[config.mk]
export PLATFORM = sky130hd
export DESIGN_NAME = z85_stream_decoder
export DESIGN_NICKNAME = d
export VERILOG_FILES = /design/src/design/z85_pkg.sv /design/src/design/z85_front.sv /design/src/design/z85_queue.sv /design/src/design/z85_back.sv /design/src/design/z85_stream_decoder.sv
export VERILOG_INCLUDE_DIRS = /design/src /design/src/design
export SDC_FILE = /design/constraint.sdc
export NUM_CORES = 1
export LEC_CHECK = 0
export BUFFER_PORTS_ARGS = -buffer_cell sky130_fd_sc_hd__buf_2
export CORE_ASPECT_RATIO = 2
export CORE_UTILIZATION = 50
export CTS_BUF_LIST = sky130_fd_sc_hd__clkbuf_16
export CTS_CLUSTER_DIAMETER = 120
export DETAILED_ROUTE_END_ITERATION = 7
export GPL_TIMING_DRIVEN = 0
export PLACE_DENSITY_LB_ADDON = 0.2
export SYNTH_ARGS = -nofsm -noshare
export SYNTH_HDL_FRONTEND = slang
export SYNTH_HIERARCHICAL = 1
export SYNTH_SLANG_ARGS = --single-unit
[constraint.sdc]
create_clock -name clk -period 6.1 [get_ports clk]
set_input_delay 1.525 -clock clk [delete_from_list [all_inputs] [get_ports clk]]
set_output_delay 1.525 -clock clk [all_outputs]
set_load 0.005 [all_outputs]
[src/design/assert_macros.svh]
// Assertion macros shared by the decoder modules
`ifndef ASSERT_MACROS_SVH
`define ASSERT_MACROS_SVH

// Same-cycle implication, checked on every clock edge outside reset
`define ASSERT_IMPL(label, ante, cons, msg) \
	label: assert property (@(posedge clk) disable iff (!arst_n) (ante) |-> (cons)) \
		else $error(msg);

// Next-cycle implication, checked on every clock edge outside reset
`define ASSERT_NEXT(label, ante, cons, msg) \
	label: assert property (@(posedge clk) disable iff (!arst_n) (ante) |=> (cons)) \
		else $error(msg);

`endif

[src/design/z85_pkg.sv]
// Types, constants and alphabet lookup shared by the Z85 decoder modules
package z85_pkg;

	localparam int unsigned QDEPTH = 4;
	localparam int unsigned QPTR_W = $clog2(QDEPTH);
	localparam int unsigned QCNT_W = $clog2(QDEPTH + 1);

	localparam logic [7:0] NEWLINE   = 8'd10;
	localparam logic [6:0] BASE      = 7'd85;
	localparam logic [2:0] LAST_DIGIT = 3'd4;

	typedef enum logic [1:0] {
		ST_DATA     = 2'd0,
		ST_BAD_CHAR = 2'd1,
		ST_OVERFLOW = 2'd2
	} status_t;

	typedef struct packed {
		logic       ok;
		logic [6:0] val;
	} digit_t;

	// One finished group or one error, as handed from front to back
	typedef struct packed {
		status_t     status;
		logic [31:0] value;
	} event_t;

	typedef struct packed {
		logic full;
		logic empty;
	} q_stat_t;

	function automatic digit_t z85_digit(input logic [7:0] ch);
		digit_t d;
		d.ok  = 1'b1;
		d.val = 7'd0;
		if (ch >= "0" && ch <= "9") begin
			d.val = 7'(ch - "0");
		end else if (ch >= "a" && ch <= "z") begin
			d.val = 7'(ch - "a" + 8'd10);
		end else if (ch >= "A" && ch <= "Z") begin
			d.val = 7'(ch - "A" + 8'd36);
		end else begin
			unique case (ch)
				".": d.val = 7'd62;
				"-": d.val = 7'd63;
				":": d.val = 7'd64;
				"+": d.val = 7'd65;
				"=": d.val = 7'd66;
				"^": d.val = 7'd67;
				"!": d.val = 7'd68;
				"/": d.val = 7'd69;
				"*": d.val = 7'd70;
				"?": d.val = 7'd71;
				"&": d.val = 7'd72;
				"<": d.val = 7'd73;
				">": d.val = 7'd74;
				"(": d.val = 7'd75;
				")": d.val = 7'd76;
				"[": d.val = 7'd77;
				"]": d.val = 7'd78;
				"{": d.val = 7'd79;
				"}": d.val = 7'd80;
				"@": d.val = 7'd81;
				"%": d.val = 7'd82;
				"$": d.val = 7'd83;
				"#": d.val = 7'd84;
				default: d.ok = 1'b0;
			endcase
		end
		return d;
	endfunction

endpackage

[src/design/z85_front.sv]
// Front end: accepts characters, maps them to digits and folds groups of five
`include "assert_macros.svh"

module z85_front (
	input  logic               clk,
	input  logic               arst_n,
	input  logic               in_valid,
	output logic               in_ready,
	input  logic [7:0]         char_in,
	input  z85_pkg::q_stat_t   q_stat,
	output logic               push,
	output z85_pkg::event_t    push_ev
);

	logic [25:0]      partial_q;
	logic [2:0]       count_q;
	z85_pkg::digit_t  dig;
	logic [32:0]      acc;
	logic             accept;
	logic             is_nl;

	assign in_ready = !q_stat.full;
	assign accept   = in_valid && in_ready;
	assign is_nl    = (char_in == z85_pkg::NEWLINE);
	assign dig      = z85_pkg::z85_digit(char_in);
	assign acc      = {7'd0, partial_q} * {26'd0, z85_pkg::BASE} + {26'd0, dig.val};

	always_comb begin
		push           = 1'b0;
		push_ev.status = z85_pkg::ST_DATA;
		push_ev.value  = acc[31:0];
		if (accept && !is_nl) begin
			if (!dig.ok) begin
				push           = 1'b1;
				push_ev.status = z85_pkg::ST_BAD_CHAR;
				push_ev.value  = 32'd0;
			end else if (count_q == z85_pkg::LAST_DIGIT) begin
				push           = 1'b1;
				push_ev.status = acc[32] ? z85_pkg::ST_OVERFLOW : z85_pkg::ST_DATA;
			end
		end
	end

	always_ff @(posedge clk or negedge arst_n) begin
		if (!arst_n) begin
			partial_q <= '0;
			count_q   <= '0;
		end else if (accept && !is_nl) begin
			if (!dig.ok || count_q == z85_pkg::LAST_DIGIT) begin
				// clear the partial group after a bad character or a closed group
				partial_q <= '0;
				count_q   <= '0;
			end else begin
				partial_q <= acc[25:0];
				count_q   <= count_q + 3'd1;
			end
		end
	end

	`ASSERT_IMPL(a_count_range, 1'b1, count_q <= z85_pkg::LAST_DIGIT, "digit count past four")

endmodule

[src/design/z85_queue.sv]
// Short event queue between the front and back ends
`include "assert_macros.svh"

module z85_queue (
	input  logic             clk,
	input  logic             arst_n,
	input  logic             push,
	input  z85_pkg::event_t  push_ev,
	input  logic             pop,
	output z85_pkg::event_t  head_ev,
	output z85_pkg::q_stat_t q_stat
);

	z85_pkg::event_t              entries_q [z85_pkg::QDEPTH];
	logic [z85_pkg::QPTR_W-1:0]   wr_ptr_q;
	logic [z85_pkg::QPTR_W-1:0]   rd_ptr_q;
	logic [z85_pkg::QCNT_W-1:0]   count_q;

	assign q_stat.full  = (count_q == z85_pkg::QCNT_W'(z85_pkg::QDEPTH));
	assign q_stat.empty = (count_q == '0);
	assign head_ev      = entries_q[rd_ptr_q];

	always_ff @(posedge clk) begin
		if (push) begin
			entries_q[wr_ptr_q] <= push_ev;
		end
	end

	always_ff @(posedge clk or negedge arst_n) begin
		if (!arst_n) begin
			wr_ptr_q <= '0;
			rd_ptr_q <= '0;
			count_q  <= '0;
		end else begin
			if (push) begin
				wr_ptr_q <= wr_ptr_q + 1'b1;
			end
			if (pop) begin
				rd_ptr_q <= rd_ptr_q + 1'b1;
			end
			if (push && !pop) begin
				count_q <= count_q + 1'b1;
			end else if (pop && !push) begin
				count_q <= count_q - 1'b1;
			end
		end
	end

	`ASSERT_IMPL(a_no_overrun, push, !q_stat.full, "push into a full queue")
	`ASSERT_IMPL(a_no_underrun, pop, !q_stat.empty, "pop from an empty queue")

endmodule

[src/design/z85_back.sv]
// Back end: expands queued events into output beats through an output register
`include "assert_macros.svh"

module z85_back (
	input  logic             clk,
	input  logic             arst_n,
	input  z85_pkg::event_t  head_ev,
	input  z85_pkg::q_stat_t q_stat,
	output logic             pop,
	output logic             out_valid,
	input  logic             out_ready,
	output logic [7:0]       byte_out,
	output logic             group_last,
	output logic [1:0]       status
);

	logic              out_valid_q;
	logic              busy_q;
	logic [1:0]        idx_q;
	logic [31:0]       word_q;
	logic [7:0]        byte_q;
	logic              last_q;
	z85_pkg::status_t  status_q;
	logic              slot_free;
	logic [7:0]        next_byte;

	assign slot_free  = !out_valid_q || out_ready;
	assign pop        = slot_free && !busy_q && !q_stat.empty;
	assign out_valid  = out_valid_q;
	assign byte_out   = byte_q;
	assign group_last = last_q;
	assign status     = status_q;

	always_comb begin
		case (idx_q)
			2'd1:    next_byte = word_q[23:16];
			2'd2:    next_byte = word_q[15:8];
			2'd3:    next_byte = word_q[7:0];
			default: next_byte = word_q[31:24];
		endcase
	end

	always_ff @(posedge clk or negedge arst_n) begin
		if (!arst_n) begin
			out_valid_q <= 1'b0;
			busy_q      <= 1'b0;
			idx_q       <= '0;
		end else if (slot_free) begin
			if (busy_q) begin
				out_valid_q <= 1'b1;
				idx_q       <= idx_q + 2'd1;
				busy_q      <= (idx_q != 2'd3);
			end else if (!q_stat.empty) begin
				out_valid_q <= 1'b1;
				idx_q       <= 2'd1;
				busy_q      <= (head_ev.status == z85_pkg::ST_DATA);
			end else begin
				out_valid_q <= 1'b0;
			end
		end
	end

	always_ff @(posedge clk) begin
		if (slot_free) begin
			if (busy_q) begin
				byte_q   <= next_byte;
				last_q   <= (idx_q == 2'd3);
				status_q <= z85_pkg::ST_DATA;
			end else if (!q_stat.empty) begin
				word_q   <= head_ev.value;
				status_q <= head_ev.status;
				if (head_ev.status == z85_pkg::ST_DATA) begin
					byte_q <= head_ev.value[31:24];
					last_q <= 1'b0;
				end else begin
					byte_q <= 8'd0;
					last_q <= 1'b1;
				end
			end
		end
	end

	`ASSERT_IMPL(a_err_is_last, out_valid_q && status_q != z85_pkg::ST_DATA, last_q, "error beat not last")
	`ASSERT_IMPL(a_busy_has_beat, busy_q, out_valid_q, "group in flight without a beat")

endmodule

[src/design/z85_stream_decoder.sv]
// Top level of the Z85 stream decoder
// Decodes a Z85 character stream at one character per cycle: a character is
// taken every cycle while the four-entry event queue has room, and newline
// characters are consumed without effect. Every fifth alphabet character
// closes a group, which leaves the block as four byte beats, most significant
// first, the fourth marked last; a group above 32 bits leaves as one overflow
// beat instead, and a character outside the alphabet leaves as one error beat
// and drops the partial group. Output beats pass at one per cycle, while
// out_ready is high, through a registered output stage: the first beat for a
// closing character is written into the event queue and then into the output
// register before it is offered. No clearing is needed after reset.
module z85_stream_decoder (
	input  logic       clk,
	input  logic       arst_n,
	input  logic       in_valid,
	output logic       in_ready,
	input  logic [7:0] char_in,
	output logic       out_valid,
	input  logic       out_ready,
	output logic [7:0] byte_out,
	output logic       group_last,
	output logic [1:0] status
);

	z85_pkg::q_stat_t q_stat;
	z85_pkg::event_t  push_ev;
	z85_pkg::event_t  head_ev;
	logic             push;
	logic             pop;

	z85_front u_front (
		.clk      (clk),
		.arst_n   (arst_n),
		.in_valid (in_valid),
		.in_ready (in_ready),
		.char_in  (char_in),
		.q_stat   (q_stat),
		.push     (push),
		.push_ev  (push_ev)
	);

	z85_queue u_queue (
		.clk     (clk),
		.arst_n  (arst_n),
		.push    (push),
		.push_ev (push_ev),
		.pop     (pop),
		.head_ev (head_ev),
		.q_stat  (q_stat)
	);

	z85_back u_back (
		.clk        (clk),
		.arst_n     (arst_n),
		.head_ev    (head_ev),
		.q_stat     (q_stat),
		.pop        (pop),
		.out_valid  (out_valid),
		.out_ready  (out_ready),
		.byte_out   (byte_out),
		.group_last (group_last),
		.status     (status)
	);

endmodule

==> flow_metrics.py <==
metrics = {
    "run_status": {
        "status": "finished, violations left",
        "violations": "negative setup slack",
    },
    "place": {
        "pre_cts_ws_ps": -1350,
        "hpwl_um": 23900,
        "placed_cell_area_um2": 14100,
        "gp_congestion": 0.958,
        "numPortBuffers": 23,
    },
    "cts": {
        "numClockSinks": 219,
        "cts_buffer_depth": 3,
        "cts_max_level": 1,
        "cts_tree": "done",
        "clk_pin_slew_worst_paths_ps": 70,
        "cts_made_buffers": 21,
        "root_buffer": "clkbuf_16",
        "hold_buffers": 0,
        "clkLatencyLatePin_ps": 510,
    },
    "die": {
        "num_io_pins": 25,
        "die_x_um": 117,
        "die_y_um": 232,
        "row_count": 84,
        "dieArea_um2": 27200,
        "core_um2": 26200,
        "initial_core_util_pct": 50.7,
    },
    "power": {
        "p_sw_share_pct": 40.7,
        "p_int_w": 0.00470,
        "comb_power_share_pct": 50.9,
        "leakagePower_nw": 6.48,
        "p_sw_w": 0.00322,
        "power_density_nw_per_um2": 508,
        "clkPwrFrac_pct": 15.8,
        "ir_worst_vdd_uv": 267,
        "pwr-share-seq_pct": 33.3,
    },
    "route": {
        "drt-met1-wl_um": 10800,
        "remaining_drc_errors": 0,
        "viasPerCell": 5.77,
        "met2WireLength_um": 18400,
        "dr.pass1.iters": 4,
        "routed_wl_um": 31800,
        "detail_route.wl_per_cell_um": 20.9,
        "top_layer": "met4",
        "wl_met3_um": 837,
        "dr_total_vias": 8749,
        "ant_nets": 0,
        "drt_iter0_markers": 463,
    },
    "sta": {
        "finalSetupViolCount": 4,
        "min_period_ps": 6150,
        "rsz0062_at_grt": "true",
        "finalWorstSetupSlack_ps": -50.6,
        "finalHoldViolations": 0,
        "worstMarginPinSlew_ps": 1070,
        "max_freq_mhz": 163,
        "relSlewSlack_pct": 28.4,
        "finClkSkew_ps": 13.2,
        "final.period_utilization_pct": 101,
        "drv_slew": 0,
    },
    "global_routing": {
        "grt_pass1_vias": 9253,
        "grt_usage_pct": 24.5,
        "grt-ovfl-total": 0,
        "grt_start_max_net_pins": 41,
        "antenna_found_initial": 0,
        "grt_pass1_wl_um": 49000,
    },
    "synthesis": {
        "yosysWarnings": 6,
        "netlist_top_cells_area": "edfxtp_1 41%, ha_1 11%, dfrtp_1 7.5%",
        "synthArstFlopShare_pct": 18.3,
        "synth-seq-cells": 219,
        "synth_largest_area_cell": "edfxtp_1",
        "yosys.area_share.adder_pct": 18.9,
        "yosys.area_share.simple_pct": 8.29,
        "synth_compound_area_share_pct": 9.97,
        "synth_ff_type": "edfxtp_1",
        "synth_area_um2": 13300,
        "synth_xor_area_share_pct": 2.31,
        "netlist.area_leader.share_pct": 40.5,
        "synth_mux_area_share_pct": 6.25,
        "synth_cells": 1075,
        "synth_cell_types": 68,
        "synth_top_family_by_area": "adder cells",
        "yosysSeqAreaShare_pct": 48.0,
        "syn_nets": 1258,
        "synth_edf_count": 179,
        "synth.avg_cell_area_um2": 12.3,
    },
    "critical_path": {
        "cp_slowest_cell": "fa_1",
        "reg2reg_slack_ps": 1300,
        "crit_family": "compound AO/OA/AOI/OAI gates",
        "r2r_cells": 16,
        "cp.arrival_ps": 6410,
        "slowest_delay_ps": 480,
        "cp_max_fo": 5,
        "crit_buf_inv": 5,
        "start_kind": "primary input",
        "required_ps": 6360,
        "worstSetupStartpoint": "char_in[0]",
        "r2r_start": "u_front/partial_q[12]$_DFFE_PN0P_",
        "cp-end-kind": "flop",
        "crit_type": "in2reg",
        "r2r-end": "u_queue/entries_q[2][33]$_DFFE_PP_",
    },
    "finish": {
        "drive_above_1_share_pct": 21.4,
        "final_cell_mix": "179 x edfxtp_1, 152 x inv_1, 104 x ha_1, 58 x nand2_1, 54 x a21oi_1",
        "design_area_um2": 15600,
        "n_antenna_cell": 0,
        "utilization_pct": 59.6,
        "syn_to_final_growth_pct": 17.4,
        "final_common_cell": "edfxtp_1",
        "nets": 1341,
    },
    "job": {
        "cap_violations": 0,
    },
    "hold_path": {
        "holdPathEnd": "u_queue/count_q[2]$_DFFE_PN0P_",
        "holdPathStages": 1,
        "min-delay-start": "u_queue/count_q[2]$_DFFE_PN0P_",
        "min-delay-path-class": "reg2reg",
    },
}
-- layout make-up --
cell class / count / area [um^2]
sequential: 219 / 6380
multi-input combinational: 665 / 6700
fill: 2107 / 10600
buffer: 32 / 270
clock buffer: 21 / 526
clock inverter: 17 / 140
tap: 344 / 430
inverter: 158 / 603
timing repair buffer: 61 / 537
-- state kept, by name, summed over array words and instances (netlist names) --
| signal | cells |
|---|---|
| u_front/partial_q | 26 |
| u_back/byte_out | 8 |
| u_back/group_last | 1 |
| u_queue/entries_q | 136 |
| u_back/out_valid | 1 |
| u_back/word_q | 32 |
| u_front/count_q | 3 |
| u_queue/rd_ptr_q | 2 |
| u_queue/wr_ptr_q | 2 |
| u_queue/count_q | 3 |
| u_back/status | 2 |
| u_back/idx_q | 2 |
| u_back/busy_q | 1 |
-- worst max path at each step --
stage / to / slack [ps] / cells past startpoint
floorplan: u_queue/entries_q[0][25]$_DFFE_PP_ / -60 / 23
global placement: u_queue/entries_q[0][22]$_DFFE_PP_ / -1410 / 22
detailed placement: u_queue/entries_q[2][33]$_DFFE_PP_ / -1350 / 24
CTS: u_queue/entries_q[2][33]$_DFFE_PP_ / -20 / 24
global route: u_queue/entries_q[1][25]$_DFFE_PP_ / -180 / 25
finish: u_queue/entries_q[1][25]$_DFFE_PP_ / -50 / 25
-- power groups by stage --
stage | registers, W | clock network (W) | logic, W
after global placement | 0.00267 | 0 | 0.00362
after detailed placement | 0.00267 | 0 | 0.00373
after floorplan | 0.00257 | 0 | 0.00269
after global routing | 0.00268 | 0.00133 | 0.00447
final | 0.00264 | 0.00125 | 0.00403
after CTS | 0.00264 | 0.00129 | 0.00391
-- cells by family (layout without fill, tap and decap cells) --
logic type,after synthesis,after routing
flip-flops,219,219
AND/OR/NAND/NOR,217,217
AO/OA/AOI/OAI,204,204
buffers and inverters,191,289
adder cells (fa/ha/maj),171,171
multiplexers,38,38
XOR/XNOR,35,35
-- synth_stat cells (15+ instances only) --
master	number
a21oi_1	62
fa_1	50
ha_1	121
dfrtp_1	40
nand2_1	58
o21ai_0	34
xor2_1	16
nor2_1	56
edfxtp_1	179
mux4_2	28
o22ai_1	20
inv_1	157
nor2b_1	15
nand3_1	18
xnor2_1	19
-- through the flow --
stage | std cells | TNS, ps | power [W] | hold WS, ps
5_1_grt | 1517 | -3240 | 0.00848 | 519
3_5_place_dp | 1449 | -97620 | 0.00640 | 479
3_3_place_gp | 1442 | -139540 | 0.00629 | 474
4_1_cts | 1507 | -126 | 0.00784 | 491
2_1_floorplan | 1075 | -231 | 0.00526 | 456
6_report | 1517 | -193 | 0.00792 | 491
-- what timing repair did --
item / in CTS / in global routing
setup buffers: 19 / 10
pin swaps: 39 / 37
resized for setup: 72 / 47
gates cloned: 2 / 0
endpoints found under the setup margin: 95 / 62
-- routing by layer --
layer | up-vias | track usage [%]
li1 | 4025 | -
met4 | 0 | 12.9
met2 | 224 | 48.9
met5 | - | 0
met3 | 98 | 2.01
met1 | 4402 | 23.9
(Power assumes the default switching activity.)
